`config.mk`:
```
export PLATFORM = sky130hd
export DESIGN_NAME = hex_tensor_dof_index_generator
export DESIGN_NICKNAME = d
export VERILOG_FILES = /design/src/rtl/htdig_pkg.sv /design/src/rtl/hex_tensor_dof_index_generator.sv
export SDC_FILE = /design/constraint.sdc
export NUM_CORES = 1
export LEC_CHECK = 0
export ABC_AREA = 1
export BUFFER_PORTS_ARGS = -buffer_cell sky130_fd_sc_hd__buf_2
export CELL_PAD_IN_SITES_DETAIL_PLACEMENT = 0
export CELL_PAD_IN_SITES_GLOBAL_PLACEMENT = 1
export CORE_ASPECT_RATIO = 1.4
export CORE_MARGIN = 1.5
export CORE_UTILIZATION = 44
export CTS_CLUSTER_DIAMETER = 150
export DETAILED_ROUTE_END_ITERATION = 10
export PLACE_DENSITY_LB_ADDON = 0.1
export SYNTH_ARGS = -nofsm -noshare
export SYNTH_HDL_FRONTEND = slang
export SYNTH_SLANG_ARGS = --single-unit
```
`constraint.sdc`:
```
create_clock -name clk -period 4.9 [get_ports clk]
set_input_delay 0.98 -clock clk [delete_from_list [all_inputs] [get_ports clk]]
set_output_delay 0.98 -clock clk [all_outputs]
set_load 0.05 [all_outputs]
```
`src/rtl/htdig_pkg.sv`:
```
`timescale 1ns / 1ps
`default_nettype none

package htdig_pkg;

  localparam logic [1:0] OP_VERTEX = 2'd0;
  localparam logic [1:0] OP_EDGE   = 2'd1;
  localparam logic [1:0] OP_FACE   = 2'd2;

  localparam logic [1:0] REG_POINTS_R = 2'd0;
  localparam logic [1:0] REG_POINTS_S = 2'd1;
  localparam logic [1:0] REG_POINTS_T = 2'd2;

  // Corner selection of the eight vertices, bit k belongs to vertex k.
  localparam logic [7:0] VERT_R = 8'b0110_1100;
  localparam logic [7:0] VERT_S = 8'b1100_0110;
  localparam logic [7:0] VERT_T = 8'b1111_0000;

  typedef enum logic [2:0] {
    ACT_NONE,
    ACT_LOAD,
    ACT_MUL1,
    ACT_MUL2,
    ACT_BASE,
    ACT_EMIT
  } act_t;

  typedef enum logic [1:0] {
    CND_NEVER,
    CND_IN_FIRE,
    CND_LAST_FIRE
  } cond_t;

  typedef logic [2:0] step_t;

  localparam step_t STEP_IDLE = 3'd0;
  localparam step_t STEP_MUL1 = 3'd1;
  localparam step_t STEP_MUL2 = 3'd2;
  localparam step_t STEP_BASE = 3'd3;
  localparam step_t STEP_EMIT = 3'd4;

  typedef struct packed {
    act_t  act;
    cond_t cond;
    step_t target;
    logic  hold;
  } ucode_t;

  typedef enum logic [2:0] {
    IS_ONE,
    IS_NEG_ONE,
    IS_PR,
    IS_NEG_PR,
    IS_PLANE
  } istep_t;

  typedef enum logic {
    OS_PR,
    OS_PLANE
  } ostep_t;

  typedef enum logic [1:0] {
    CNT_ONE,
    CNT_PR,
    CNT_PS,
    CNT_PT
  } cnt_t;

  typedef struct packed {
    logic   rsel;
    logic   ssel;
    logic   tsel;
    istep_t istep;
    ostep_t ostep;
    cnt_t   icnt;
    cnt_t   ocnt;
    logic   bad;
  } desc_t;

  // Control store: one word per step of the sequencer.
  function automatic ucode_t ucode_rom(input step_t s);
    ucode_t w;
    w = '{act: ACT_NONE, cond: CND_NEVER, target: STEP_IDLE, hold: 1'b0};
    unique case (s)
      STEP_IDLE: w = '{act: ACT_LOAD, cond: CND_IN_FIRE, target: STEP_MUL1, hold: 1'b1};
      STEP_MUL1: w = '{act: ACT_MUL1, cond: CND_NEVER, target: STEP_IDLE, hold: 1'b0};
      STEP_MUL2: w = '{act: ACT_MUL2, cond: CND_NEVER, target: STEP_IDLE, hold: 1'b0};
      STEP_BASE: w = '{act: ACT_BASE, cond: CND_NEVER, target: STEP_IDLE, hold: 1'b0};
      STEP_EMIT: w = '{act: ACT_EMIT, cond: CND_LAST_FIRE, target: STEP_IDLE, hold: 1'b1};
      default:   w = '{act: ACT_NONE, cond: CND_NEVER, target: STEP_IDLE, hold: 1'b0};
    endcase
    return w;
  endfunction

  function automatic desc_t decode_entity(input logic [1:0] op, input logic [3:0] ent);
    desc_t d;
    d = '{rsel: 1'b0, ssel: 1'b0, tsel: 1'b0, istep: IS_ONE, ostep: OS_PR,
          icnt: CNT_ONE, ocnt: CNT_ONE, bad: 1'b1};
    unique case (op)
      OP_VERTEX: begin
        if (ent < 4'd8) begin
          d.rsel = VERT_R[ent[2:0]];
          d.ssel = VERT_S[ent[2:0]];
          d.tsel = VERT_T[ent[2:0]];
          d.bad  = 1'b0;
        end
      end
      OP_EDGE: begin
        d.bad = 1'b0;
        unique case (ent)
          4'd0: begin
            d.istep = IS_PR; d.icnt = CNT_PS;
          end
          4'd1: begin
            d.ssel = 1'b1; d.istep = IS_ONE; d.icnt = CNT_PR;
          end
          4'd2: begin
            d.rsel = 1'b1; d.istep = IS_PR; d.icnt = CNT_PS;
          end
          4'd3: begin
            d.istep = IS_ONE; d.icnt = CNT_PR;
          end
          4'd4: begin
            d.tsel = 1'b1; d.istep = IS_ONE; d.icnt = CNT_PR;
          end
          4'd5: begin
            d.tsel = 1'b1; d.rsel = 1'b1; d.istep = IS_PR; d.icnt = CNT_PS;
          end
          4'd6: begin
            d.tsel = 1'b1; d.ssel = 1'b1; d.istep = IS_ONE; d.icnt = CNT_PR;
          end
          4'd7: begin
            d.tsel = 1'b1; d.istep = IS_PR; d.icnt = CNT_PS;
          end
          4'd8: begin
            d.rsel = 1'b1; d.istep = IS_PLANE; d.icnt = CNT_PT;
          end
          4'd9: begin
            d.istep = IS_PLANE; d.icnt = CNT_PT;
          end
          4'd10: begin
            d.ssel = 1'b1; d.istep = IS_PLANE; d.icnt = CNT_PT;
          end
          4'd11: begin
            d.ssel = 1'b1; d.rsel = 1'b1; d.istep = IS_PLANE; d.icnt = CNT_PT;
          end
          default: d.bad = 1'b1;
        endcase
      end
      OP_FACE: begin
        d.bad   = 1'b0;
        d.ocnt  = (ent < 4'd2) ? CNT_PS : CNT_PT;
        d.ostep = (ent < 4'd2) ? OS_PR : OS_PLANE;
        d.icnt  = (ent < 4'd4) ? CNT_PR : CNT_PS;
        unique case (ent)
          4'd0: d.istep = IS_ONE;
          4'd1: begin
            d.tsel = 1'b1; d.istep = IS_ONE;
          end
          4'd2: d.istep = IS_ONE;
          4'd3: begin
            d.ssel = 1'b1; d.rsel = 1'b1; d.istep = IS_NEG_ONE;
          end
          4'd4: begin
            d.rsel = 1'b1; d.istep = IS_PR;
          end
          4'd5: begin
            d.ssel = 1'b1; d.istep = IS_NEG_PR;
          end
          default: begin
            d = '{rsel: 1'b0, ssel: 1'b0, tsel: 1'b0, istep: IS_ONE, ostep: OS_PR,
                  icnt: CNT_ONE, ocnt: CNT_ONE, bad: 1'b1};
          end
        endcase
      end
      default: d.bad = 1'b1;
    endcase
    return d;
  endfunction

endpackage

`default_nettype wire

```
`src/rtl/hex_tensor_dof_index_generator.sv`:
```
`timescale 1ns / 1ps
`default_nettype none

// Hexahedron closure index generator. Each input transaction names an entity
// kind (vertex, edge or face) in in_tuser and an entity number in in_tdata, and
// the block answers with one output transaction per grid point of that entity,
// giving the linear index r + s*points_r + t*points_r*points_s with r fastest.
// out_tlast marks the final index of a request; an unknown entity or kind gives
// a single index 0 with out_tuser set. A request yields n indices (1 for a
// vertex, up to MAX_POINTS for an edge, up to MAX_POINTS squared for a face):
// the idle step accepts it, three setup steps of the sequencer form the plane
// size and start index with three small multipliers, and then the emit step
// gives one index per cycle while out_tready is high. in_tready is high only
// between requests. Point counts are to be written through the APB port while
// the block is idle; the block does not enforce it. Values below 2 or above
// MAX_POINTS are used as 2 or MAX_POINTS but read back as written.

module hex_tensor_dof_index_generator #(
  parameter int MAX_POINTS = 8
) (
  input  wire logic        clk,
  input  wire logic        rst_n,
  input  wire logic        in_tvalid,
  output logic             in_tready,
  input  wire logic [7:0]  in_tdata,   // [3:0] entity
  input  wire logic [1:0]  in_tuser,   // [1:0] op
  output logic             out_tvalid,
  input  wire logic        out_tready,
  output logic [15:0]      out_tdata,  // [8:0] point_index
  output logic             out_tlast,
  output logic             out_tuser,  // [0] bad_entity
  input  wire logic        cfg_psel,
  input  wire logic        cfg_penable,
  input  wire logic        cfg_pwrite,
  input  wire logic [3:0]  cfg_paddr,
  input  wire logic [31:0] cfg_pwdata,
  output logic [31:0]      cfg_prdata,
  output logic             cfg_pready
);

  import htdig_pkg::*;

  localparam int CW = (MAX_POINTS > 2) ? $clog2(MAX_POINTS) : 1;
  localparam logic [3:0] MAXP = 4'(MAX_POINTS);

  function automatic logic [3:0] clamp_pts(input logic [3:0] v);
    logic [3:0] c;
    c = v;
    if (v < 4'd2) c = 4'd2;
    else if (v > MAXP) c = MAXP;
    return c;
  endfunction

  logic [3:0] points_r_r, points_s_r, points_t_r;
  logic [3:0] pr, ps, pt;
  logic [3:0] rm, sm, tm;

  step_t    step_r, step_nxt;
  ucode_t   uw;
  desc_t    desc_r;
  logic [6:0] plane_r;
  logic [5:0] smpr_r;
  logic [8:0] top_r;
  logic [8:0] idx_r, row_r;
  logic [CW-1:0] i_r, j_r, icnt_m1_r, ocnt_m1_r;

  logic        out_valid_r, out_last_r, out_bad_r;
  logic [8:0]  out_idx_r;

  logic        in_fire, out_free, emit_fire, row_end, is_last;
  logic [8:0]  istride, ostride, base;
  logic        cond_true;
  logic        cfg_wr;

  function automatic logic [CW-1:0] cnt_m1(input cnt_t c, input logic [3:0] a,
                                           input logic [3:0] b, input logic [3:0] d);
    logic [3:0] v;
    v = 4'd1;
    case (c)
      CNT_PR:  v = a;
      CNT_PS:  v = b;
      CNT_PT:  v = d;
      default: v = 4'd1;
    endcase
    return CW'(v - 4'd1);
  endfunction

  assign pr = clamp_pts(points_r_r);
  assign ps = clamp_pts(points_s_r);
  assign pt = clamp_pts(points_t_r);
  assign rm = pr - 4'd1;
  assign sm = ps - 4'd1;
  assign tm = pt - 4'd1;

  assign cfg_pready = 1'b1;
  assign cfg_wr     = cfg_psel && cfg_penable && cfg_pwrite && cfg_pready;

  always_comb begin
    case (cfg_paddr[3:2])
      REG_POINTS_R: cfg_prdata = {28'd0, points_r_r};
      REG_POINTS_S: cfg_prdata = {28'd0, points_s_r};
      REG_POINTS_T: cfg_prdata = {28'd0, points_t_r};
      default:      cfg_prdata = 32'd0;
    endcase
  end

  always_ff @(posedge clk) begin
    if (!rst_n) begin
      points_r_r <= 4'd5;
      points_s_r <= 4'd5;
      points_t_r <= 4'd5;
    end else if (cfg_wr) begin
      case (cfg_paddr[3:2])
        REG_POINTS_R: points_r_r <= cfg_pwdata[3:0];
        REG_POINTS_S: points_s_r <= cfg_pwdata[3:0];
        REG_POINTS_T: points_t_r <= cfg_pwdata[3:0];
        default: ;
      endcase
    end
  end

  assign uw        = ucode_rom(step_r);
  assign in_tready = (uw.act == ACT_LOAD);
  assign in_fire   = in_tvalid && in_tready;
  assign out_free  = !out_valid_r || out_tready;
  assign emit_fire = (uw.act == ACT_EMIT) && out_free;
  assign row_end   = (i_r == icnt_m1_r);
  assign is_last   = row_end && (j_r == ocnt_m1_r);

  always_comb begin
    case (uw.cond)
      CND_IN_FIRE:   cond_true = in_fire;
      CND_LAST_FIRE: cond_true = emit_fire && is_last;
      default:       cond_true = 1'b0;
    endcase
    if (cond_true) step_nxt = uw.target;
    else if (uw.hold) step_nxt = step_r;
    else step_nxt = step_r + step_t'(1);
  end

  always_ff @(posedge clk) begin
    if (!rst_n) step_r <= STEP_IDLE;
    else step_r <= step_nxt;
  end

  always_comb begin
    case (desc_r.istep)
      IS_NEG_ONE: istride = 9'h1FF;
      IS_PR:      istride = {5'd0, pr};
      IS_NEG_PR:  istride = 9'd0 - {5'd0, pr};
      IS_PLANE:   istride = {2'd0, plane_r};
      default:    istride = 9'd1;
    endcase
    ostride = (desc_r.ostep == OS_PLANE) ? {2'd0, plane_r} : {5'd0, pr};
    base = (desc_r.rsel ? {5'd0, rm} : 9'd0)
         + (desc_r.ssel ? {3'd0, smpr_r} : 9'd0)
         + (desc_r.tsel ? top_r : 9'd0);
  end

  always_ff @(posedge clk) begin
    case (uw.act)
      ACT_LOAD: if (in_fire) desc_r <= decode_entity(in_tuser, in_tdata[3:0]);
      ACT_MUL1: begin
        plane_r <= 7'({3'd0, pr} * {3'd0, ps});
        smpr_r  <= 6'({2'd0, sm} * {2'd0, pr});
      end
      ACT_MUL2: top_r <= {5'd0, tm} * {2'd0, plane_r};
      ACT_BASE: begin
        idx_r     <= base;
        row_r     <= base;
        i_r       <= '0;
        j_r       <= '0;
        icnt_m1_r <= cnt_m1(desc_r.icnt, pr, ps, pt);
        ocnt_m1_r <= cnt_m1(desc_r.ocnt, pr, ps, pt);
      end
      ACT_EMIT: begin
        if (emit_fire) begin
          if (row_end) begin
            i_r   <= '0;
            j_r   <= j_r + CW'(1);
            row_r <= row_r + ostride;
            idx_r <= row_r + ostride;
          end else begin
            i_r   <= i_r + CW'(1);
            idx_r <= idx_r + istride;
          end
        end
      end
      default: ;
    endcase
  end

  always_ff @(posedge clk) begin
    if (!rst_n) begin
      out_valid_r <= 1'b0;
    end else if (emit_fire) begin
      out_valid_r <= 1'b1;
    end else if (out_tready) begin
      out_valid_r <= 1'b0;
    end
  end

  always_ff @(posedge clk) begin
    if (emit_fire) begin
      out_idx_r  <= desc_r.bad ? 9'd0 : idx_r;
      out_last_r <= is_last;
      out_bad_r  <= desc_r.bad;
    end
  end

  assign out_tvalid = out_valid_r;
  assign out_tdata  = {7'd0, out_idx_r};
  assign out_tlast  = out_last_r;
  assign out_tuser  = out_bad_r;

`ifndef SYNTHESIS
  a_busy_after_accept: assert property (@(posedge clk) disable iff (!rst_n)
    in_tvalid && in_tready |=> !in_tready)
    else $error("sequencer still ready after taking a request");

  a_bad_is_last: assert property (@(posedge clk) disable iff (!rst_n)
    out_tvalid && out_tuser |-> out_tlast && (out_tdata == 16'd0))
    else $error("flagged result is not a single zero index");

  a_idle_only_after_last: assert property (@(posedge clk) disable iff (!rst_n)
    out_tvalid && in_tready |-> out_tlast)
    else $error("ready for a new request while a run is unfinished");

  a_counter_in_range: assert property (@(posedge clk) disable iff (!rst_n)
    step_r == STEP_EMIT |-> (i_r <= icnt_m1_r) && (j_r <= ocnt_m1_r))
    else $error("walk counter beyond its count");
`endif

endmodule

`default_nettype wire
```
==> reports/results.tsv, run 1 <==
metric	value	unit
run_status	finished with violations	
violations	DRC	
yosysSeqAreaShare	0.3450	
final_cell_mix	203 x nand2_1, 154 x inv_1, 93 x nor2_1	
clock_path_buffers	2	
power	0.003380	W
finalNonFillerCells	1163	
synth.top_cell.area_share	0.3015	
gp_congestion	0.8912	
cts_sinks	90	
yosysTopAreaCell	edfxtp_1	
area_growth_syn_to_layout	8.268	%
n_antenna_cell	0	
dr.first_iter.drc_count	284	
async_flop_share	0	
register_area	2542	um2
power.switching	0.001447	W
p_int	0.001933	W
grt_pass1_wl	27.23	mm
hold_viol_final	0	
die_area	17550	um2
insertion_delay	0.36	ns
pwr-share-comb	0.451	
grt_pass1_vias	5507	
grt_max_degree	20	
r2r-end	top_r[8]	
worstPathRequired	5.01	ns
start_kind	flop	
cts_resized	0	
fillers	1633	
vias_per_cell	4.874	
pwr-share-clk	0.208	
r2r_cells	17	
core_area	16310	um2
post_cts_buffers	0	
arrival	4.07	ns
synth.ff_latch_count	90	
slew_violations	0	
rows	55	
portBuffers	35	
grt_setup_unrepaired	false	
pwr-share-seq	0.340	
initial_utilization	0.4519	
die_w	112.4	um
crit_type	reg2reg	
cts-root-buf	clkbuf_16	
grt-ovfl-total	0	
synth_edf_count	74	
min_path_type	reg2reg	
yosys.area_share.simple	0.2287	
whs_endpoint	points_r_r[0]	
gr-usage-all-layers	0.2009	
routed_wl	16.73	mm
synth_xor_area_frac	0.03803	
drive_gt1_frac	0.09336	
io_pins	106	
tightest_slew	1.060	ns
end_kind	flop	
synthMuxAreaShare	0	
via_count	5668	
post-route-period-util	0.8081	
synthCells	910	
vdd_drop_max	0.1386	mV
synth_area_per_cell	8.098	um2
hold_start	points_r_r[0]	
wl_per_cell	14.38	um
synthAdderAreaFrac	0.1851	
cts_tree	built	
nets	1106	
reg2reg_slack	0.94	ns
cts_buffers	9	
slew_headroom	0.2895	
drc	2	
p_leak	4.040	nW
layout_commonest_cell	nand2_1	
min_period	3.960	ns
clk_pin_slew	0.07	ns
finalSetupTns	0	ns
hpwl	13.87	mm
cts_htree_levels	3	
worstReg2RegStart	points_t_r[2]	
antenna_found_initial	0	
cts_hold_buf	0	
fin_skew	0.01590	ns
synth_top_family_by_area	simple AND/OR/NAND/NOR gates	
synth_flop_cell	edfxtp_1	
first_pass_iters	8	
final_core_util	0.4892	
antenna_left	0	
critPathMaxFanout	7	
fmax	252.5	MHz
maxCapViolCount	0	
swShare	0.4281	
dpl.cell_count	1147	
die_height	156.1	um
multi_input_area	4066	um2
syn-cell-area	7370	um2
synth_warnings	0	
synth-compound-area-share	0.07691	
cellPowerDensity	423.7	nW/um2
synth_top_cells_by_area	edfxtp_1 30%, ha_1 12%, nand2_1 10%	
setup_viol	0	
synthDistinctLibCells	42	
whs_path_depth	2	
==> critical path, cell delays in order (launching register included) <==
cell	delay (ns)
dfxtp_1	0.47
nor2_1	0.08
nand3b_1	0.15
buf_4	0.17
ha_1	0.38
or2_2	0.34
fa_1	0.48
inv_1	0.05
fa_1	0.52
fa_1	0.48
nand3_1	0.10
nand3_1	0.10
nand2_1	0.07
nand2_1	0.04
nand2_1	0.05
nand2_1	0.06
nand3_1	0.08
nand2_1	0.07
==> cell families (layout without fill, tap and decap cells) <==
family,count (synthesis),count (layout)
AND/OR/NAND/NOR,394,394
buffers and inverters,205,217
adder cells (fa/ha/maj),94,94
AO/OA/AOI/OAI,93,93
flip-flops,90,90
XOR/XNOR,32,32
other,2,44
==> state kept, by name, indices dropped and copies added, names as in the netlist <==
| signal | flops |
|---|---|
| desc_r | 11 |
| idx_r | 9 |
| out_idx_r | 9 |
| row_r | 9 |
| top_r | 9 |
| plane_r | 7 |
| smpr_r | 6 |
| points_r_r | 4 |
| points_s_r | 4 |
| points_t_r | 4 |
| i_r | 3 |
| icnt_m1_r | 3 |
| j_r | 3 |
| ocnt_m1_r | 3 |
| step_r | 3 |
| out_tlast | 1 |
| out_tuser | 1 |
| out_tvalid | 1 |
==> how the worst max path moves through the flow <==
stage                        startpoint       end  slack, ns
after floorplan           points_t_r[2]  top_r[8]       1.26
after global placement    points_t_r[2]  top_r[8]       0.94
after detailed placement  points_t_r[2]  top_r[8]       0.95
after CTS                 points_t_r[2]  top_r[8]       0.92
after global routing      points_t_r[2]  top_r[8]       0.67
final                     points_t_r[2]  top_r[8]       0.94
==> stage by stage <==
stage,instance area [um2],hold WS [ns],worst slack (ns)
6_report,7979,0.5200,0.9403
5_1_grt,7979,0.5413,0.6672
4_1_cts,7979,0.5196,0.9225
3_5_place_dp,7675,0.5080,0.9513
3_3_place_gp,7675,0.5051,0.9380
2_1_floorplan,7527,0.4244,1.256
==> Yosys cell counts (all sizes together) (5+ instances only) <==
master,n
buf,41
nor3,6
nand2,208
dfxtp,16
nand4,7
nand3,63
or2,5
xnor2,18
xor2,14
nor2,101
o21ai,28
edfxtp,74
fa,25
ha,69
o22ai,8
inv,161
o211ai,6
o221ai,7
a21oi,36
==> area by class of cell <==
type | instances | share of cell area
clock buffer | 9 | 0.02823
timing repair buffer | 40 | 0.02666
sequential | 90 | 0.3186
inverter | 161 | 0.07574
clock inverter | 7 | 0.009879
multi-input combinational | 657 | 0.5096
tap | 199 | 0.03121
==> routing by layer <==
layer | up-vias | GRT usage | wire (um)
li1 | 2936 | - | -
met3 | 23 | 0.008159 | 369
met5 | - | 0 | 0
met4 | 0 | 0.08680 | 447
met1 | 2591 | 0.2258 | 6860
met2 | 118 | 0.3921 | 9051
==> power by group through the flow <==
stage | clock (W) | combinational (W) | sequential (W)
2_1_floorplan | 0 | 0.00120 | 0.00116
3_3_place_gp | 0 | 0.00154 | 0.00117
3_5_place_dp | 0 | 0.00154 | 0.00117
4_1_cts | 0.000713 | 0.00155 | 0.00115
5_1_grt | 0.000738 | 0.00174 | 0.00117
6_report | 0.000704 | 0.00153 | 0.00115
(Power assumes the default switching activity.)
==> inputs of run 2 (changes only) <==
- clock period: 4.9 -> 3.9 ns (I/O delays scaled with it)
==> reports/results.tsv, run 2 (synthesized netlist as in run 1, its figures left out) <==
metric	value	unit	change
clk_pin_slew	0.07	ns	about the same
finalNonFillerCells	1175		+1.0%
violations	DRC		
slew_headroom	0.4382		+0.1487
io_pins	106		unchanged
post_cts_buffers	0		unchanged
hold_start	points_s_r[1]		
dpl.cell_count	1159		+1.0%
gp_congestion	0.8431		-5.4%
drc	2		unchanged
arrival	3.74	ns	-0.33 ns
r2r_cells	17		unchanged
core_area	16310	um2	unchanged
cp-endpoint	top_r[8]		
worstPathCellList	inv_1 > a21oi_1 > inv_1 > ha_1 > or2_2 > fa_1 > inv_1 > fa_1 > fa_2 > nand3_1 > nand3_1 > nand2_1 > nand2_1 > nand2_1 > nand2_1 > nand3_1 > nand2_1		
tightest_slew	0.8396	ns	-0.2204 ns
cts-root-buf	clkbuf_16		
cts_tree	built		
slowest_delay	0.55	ns	+0.03 ns
worstReg2RegStart	points_t_r[1]		
cellPowerDensity	535.7	nW/um2	+26%
fillers	1643		+0.61%
max_flop_register	desc_r		
grt_pass1_wl	28.08	mm	+3.1%
grt_pass1_vias	5728		+4.0%
fin_skew	0.01401	ns	-0.001885 ns
crit_family	adder cells		
path_buf_inv	3		+1
multi_input_area	4074	um2	+0.18%
grt-ovfl-total	0		unchanged
die_area	17550	um2	unchanged
cts_buffers	9		unchanged
slowest_stage	fa_1		
vias_per_cell	4.881		+0.15%
insertion_delay	0.36	ns	about the same
min_period	3.618	ns	-0.3414 ns
largest_register_ff_count	11		unchanged
end_kind	flop		
crit_top_cell	nand2_1		
nets	1118		+1.1%
r2r-end	top_r[8]		
first_pass_iters	8		unchanged
drive_gt1_frac	0.1086		+0.01525
portBuffers	35		unchanged
setup_viol	0		unchanged
post-route-period-util	0.9278		+0.1197
die_height	156.1	um	unchanged
register_area	2544	um2	about the same
fmax	276.4	MHz	+9.4%
clock_path_buffers	2		unchanged
cts_htree_levels	3		unchanged
gr-usage-all-layers	0.2083		+0.007352
reg2reg_slack	0.28	ns	-0.66 ns
maxCapViolCount	0		unchanged
via_count	5735		+1.2%
grt_setup_unrepaired	false		
critPathMaxFanout	3		-4
hold_viol_final	0		unchanged
finalSetupTns	0	ns	unchanged
min_path_type	reg2reg		
run_status	finished with violations		
routed_wl	17.25	mm	+3.1%
antenna_left	0		unchanged
worstPathRequired	4.02	ns	-0.99 ns
hpwl	14.44	mm	+4.1%
start_kind	flop		
area_growth_syn_to_layout	9.796	%	
n_antenna_cell	0		unchanged
final_cell_mix	201 x nand2_1, 154 x inv_1, 93 x nor2_1		
layout_commonest_cell	nand2_1		
slew_violations	0		unchanged
cp-startpoint	points_t_r[1]		
p_leak	4.098	nW	+1.5%
crit_type	reg2reg		
grt_max_degree	19		-5.0%
initial_utilization	0.4519		unchanged
antenna_found_initial	0		unchanged
path_depth	17		unchanged
dr.first_iter.drc_count	262		-7.7%
cts_sinks	90		unchanged
vdd_drop_max	0.2670	mV	+93%
die_w	112.4	um	unchanged
rows	55		unchanged
wl_per_cell	14.68	um	+2.0%
## run 2: changes by cell type in the layout (fill, tap and decap cells not counted)
cell,delta
fa_2,+1
dfxtp_2,+1
inv_8,-3
inv_6,+3
bufinv_16,+1
nand2_1,-2
fa_1,-1
clkinv_4,-1
nand2_2,+2
buf_4,+12
dfxtp_1,-1
## run 2: through the flow
stage	utilization	power (W)	hold slack (ns)	setup WS [ns]	instance area, um2
after floorplan	-	0.002954	0.4244	0.2555	7527
after CTS	0.4956	0.004388	0.5086	0.1128	8083
final	0.4961	0.004335	0.5095	0.2817	8092
after global placement	0.4761	0.003443	0.4981	0.1582	7765
after global routing	0.4961	0.004670	0.5518	0.002904	8092
after detailed placement	0.4761	0.003445	0.4971	0.1289	7765
## run 2: worst min-delay path by stage
| stage | cells past startpoint | slack (ns) | to |
|---|---|---|---|
| after floorplan | 0 | 0.42 | out_tuser |
| after global placement | 2 | 0.50 | points_s_r[1] |
| after detailed placement | 2 | 0.50 | points_s_r[1] |
| after CTS | 2 | 0.51 | points_s_r[1] |
| after global routing | 2 | 0.55 | points_s_r[1] |
| final | 2 | 0.51 | points_s_r[1] |
## run 2: metal layers
metal,track usage,wire length (um),up-vias
li1,-,-,2965
met1,0.2178,6833,2638
met2,0.4140,9503,97
met3,0.01399,309,35
met4,0.1055,602,0
met5,0,0,-
## run 2: what timing repair did
action                                  in CTS  in global routing
resized for setup                            0                  4
endpoints found under the setup margin       0                  2
hold buffers                                 0                  0
## run 2: final cells by class
| class | instances | share of cell area |
|---|---|---|
| flip-flops and latches | 90 | 0.3144 |
| clock buffers | 9 | 0.02783 |
| multi-input cells | 657 | 0.5035 |
| well taps | 199 | 0.03077 |
| repair buffers | 52 | 0.03742 |
| clock inverters | 7 | 0.01144 |
| inverters | 161 | 0.07469 |
## run 2: worst reg2reg max path, cell delays in order, from the launching register on
cell     delay [ns]
dfxtp_1        0.33
inv_1          0.07
a21oi_1        0.13
inv_1          0.10
ha_1           0.34
or2_2          0.32
fa_1           0.48
inv_1          0.06
fa_1           0.55
fa_2           0.43
nand3_1        0.09
nand3_1        0.10
nand2_1        0.08
nand2_1        0.05
nand2_1        0.05
nand2_1        0.07
nand3_1        0.08
nand2_1        0.06
## run 2: report_power, final
part           total (W)  leakage [nW]  switching [W]  internal, W
sequential       0.00144         0.815       0.000106      0.00134
clock           0.000934         0.156       0.000419     0.000515
combinational    0.00196          3.13        0.00131     0.000649
==> inputs of run 3 (changes only) <==
- PLACE_DENSITY: not set -> 0.91
- PLACE_DENSITY_LB_ADDON: 0.1 -> not set
==> reports/results.tsv, run 3 (synthesized netlist as in run 1, its figures left out) <==
metric	value	unit	change
min_path_type	reg2reg		
maxCapViolCount	0		unchanged
largest_register_ff_count	11		unchanged
die_area	17550	um2	unchanged
path_buf_inv	4		+1
vdd_drop_max	0.1932	mV	-28%
cts_tree	built		
post-route-period-util	0.9297		+0.001981
max_flop_register	desc_r		
whs_endpoint	points_s_r[1]		
initial_utilization	0.4519		unchanged
gp_congestion	0.8707		+3.3%
critPathMaxFanout	7		+4
drive_gt1_frac	0.1000		-0.008607
pwr-share-comb	0.454		+0.003
area_growth_syn_to_layout	8.761	%	
worstReg2RegStart	points_t_r[2]		
io_pins	106		unchanged
via_count	5806		+1.2%
power.switching	0.001785	W	-2.6%
cts-root-buf	clkbuf_16		
crit_family	adder cells		
run_status	finished clean		
die_w	112.4	um	unchanged
arrival	3.73	ns	about the same
dr.first_iter.drc_count	264		+0.76%
vias_per_cell	4.967		+1.8%
clock_path_buffers	2		unchanged
finalSetupTns	0	ns	unchanged
portBuffers	35		unchanged
grt_pass1_vias	5603		-2.2%
grt-ovfl-total	0		unchanged
p_int	0.002433	W	-2.8%
gr-usage-all-layers	0.1870		-0.02127
setup_viol	0		unchanged
fin_skew	0.01318	ns	-0.0008337 ns
cts_htree_levels	3		unchanged
swShare	0.4232		+0.0004692
crit_top_cell	nand2_1		
start_kind	flop		
insertion_delay	0.35	ns	about the same
slowest_stage	fa_1		
rows	55		unchanged
grt_max_degree	19		unchanged
crit_type	reg2reg		
worstPathCellList	nor2_1 > nand3b_1 > ha_1 > inv_1 > nand2_1 > nand2_1 > nor2_1 > fa_1 > inv_1 > fa_1 > inv_1 > ha_1 > nand3_1 > nand3_1 > nand2_1 > nand2_1 > nand2_1 > nand2_1 > inv_1 > nand2_1 > nand2_1		
routed_wl	15.68	mm	-9.1%
hold_start	points_s_r[1]		
end_kind	flop		
nets	1112		-0.54%
tightest_slew	1.026	ns	+0.1868 ns
final_cell_mix	203 x nand2_1, 154 x inv_1, 93 x nor2_1		
antenna_found_initial	0		unchanged
layout_commonest_cell	nand2_1		
fillers	1565		-4.7%
clk_pin_slew	0.08	ns	about the same
cts_sinks	90		unchanged
post_cts_buffers	0		unchanged
n_antenna_cell	0		unchanged
hold_viol_final	0		unchanged
min_period	3.626	ns	+0.007724 ns
pwr-share-clk	0.203		-0.012
first_pass_iters	7		-1
p_leak	4.060	nW	-0.95%
slew_headroom	0.3120		-0.1262
wl_per_cell	13.41	um	-8.6%
reg2reg_slack	0.27	ns	about the same
worstPathRequired	4.00	ns	-0.02 ns
die_height	156.1	um	unchanged
r2r-end	top_r[8]		
cellPowerDensity	526.3	nW/um2	-1.8%
fmax	275.8	MHz	-0.21%
pwr-share-seq	0.343		+0.010
hpwl	13.10	mm	-9.3%
grt_setup_unrepaired	false		
final_core_util	0.4914		-0.004680
slowest_delay	0.54	ns	about the same
antenna_left	0		unchanged
whs_path_depth	2		unchanged
cts_buffers	9		unchanged
core_area	16310	um2	unchanged
drc	0		-2
slew_violations	0		unchanged
r2r_cells	21		+4
grt_pass1_wl	25.80	mm	-8.1%
cts_hold_buf	0		unchanged
-- run 3: changes by cell type in the layout (fill, tap and decap cells not counted) --
cell	change
buf_4	-6
inv_8	+3
nand2_1	+2
nand2_2	-2
bufinv_16	-1
clkinv_1	+1
clkinv_4	-1
clkinv_8	-1
inv_6	-1
-- run 3: through the flow --
| step | hold slack, ns | area [um2] | worst slack [ns] | std cells | total power, W |
|---|---|---|---|---|---|
| 6_report | 0.5087 | 8015 | 0.2740 | 1169 | 0.004219 |
| 5_1_grt | 0.5308 | 8015 | 0.01047 | 1169 | 0.004554 |
| 4_1_cts | 0.5055 | 8011 | 0.1375 | 1169 | 0.004254 |
| 3_5_place_dp | 0.4950 | 7720 | 0.1600 | 1153 | 0.003390 |
| 3_3_place_gp | 0.4862 | 7720 | 0.1848 | 1153 | 0.003355 |
| 2_1_floorplan | 0.4244 | 7527 | 0.2555 | 952 | 0.002954 |
-- run 3: repair_timing --
action | 4_1_cts | 5_1_grt
setup endpoints to repair | 0 | 2
endpoints found under the hold margin | 0 | 0
resized for setup | 0 | 2
-- run 3: worst min-delay path, stage by stage, from the launching register on --
cell     delay [ns]
dfxtp_1        0.32
inv_1          0.09
a21oi_1        0.06
-- run 3: layout make-up --
cell class	instances	area, um2	share of cell area
clock buffer	9	225.2	0.02810
clock inverter	7	66.31	0.008273
tap	199	249.0	0.03106
multi-input combinational	657	4069	0.5076
inverter	161	604.3	0.07540
timing repair buffer	46	257.7	0.03216
sequential	90	2544	0.3174
-- run 3: worst max-delay path by stage --
stage	to	depth (start not counted)	slack, ns	from
CTS	top_r[8]	16	0.14	points_t_r[2]
global route	top_r[8]	19	0.01	points_t_r[2]
global placement	top_r[8]	16	0.18	points_t_r[2]
floorplan	top_r[8]	16	0.26	points_t_r[2]
finish	top_r[8]	21	0.27	points_t_r[2]
detailed placement	top_r[8]	16	0.16	points_t_r[2]
-- run 3: power groups by stage --
stage / clock [W] / combinational [W] / sequential, W
global route: 0.000906 / 0.00218 / 0.00147
finish: 0.000855 / 0.00192 / 0.00145
CTS: 0.000872 / 0.00194 / 0.00145
detailed placement: 0 / 0.00192 / 0.00147
global placement: 0 / 0.00189 / 0.00146
floorplan: 0 / 0.00150 / 0.00145
-- run 3: metal layers --
metal	GRT usage	part of all wire
met1	0.2090	0.41
met2	0.3611	0.54
met3	0.02137	0.032
met4	0.06992	0.017
met5	0	0
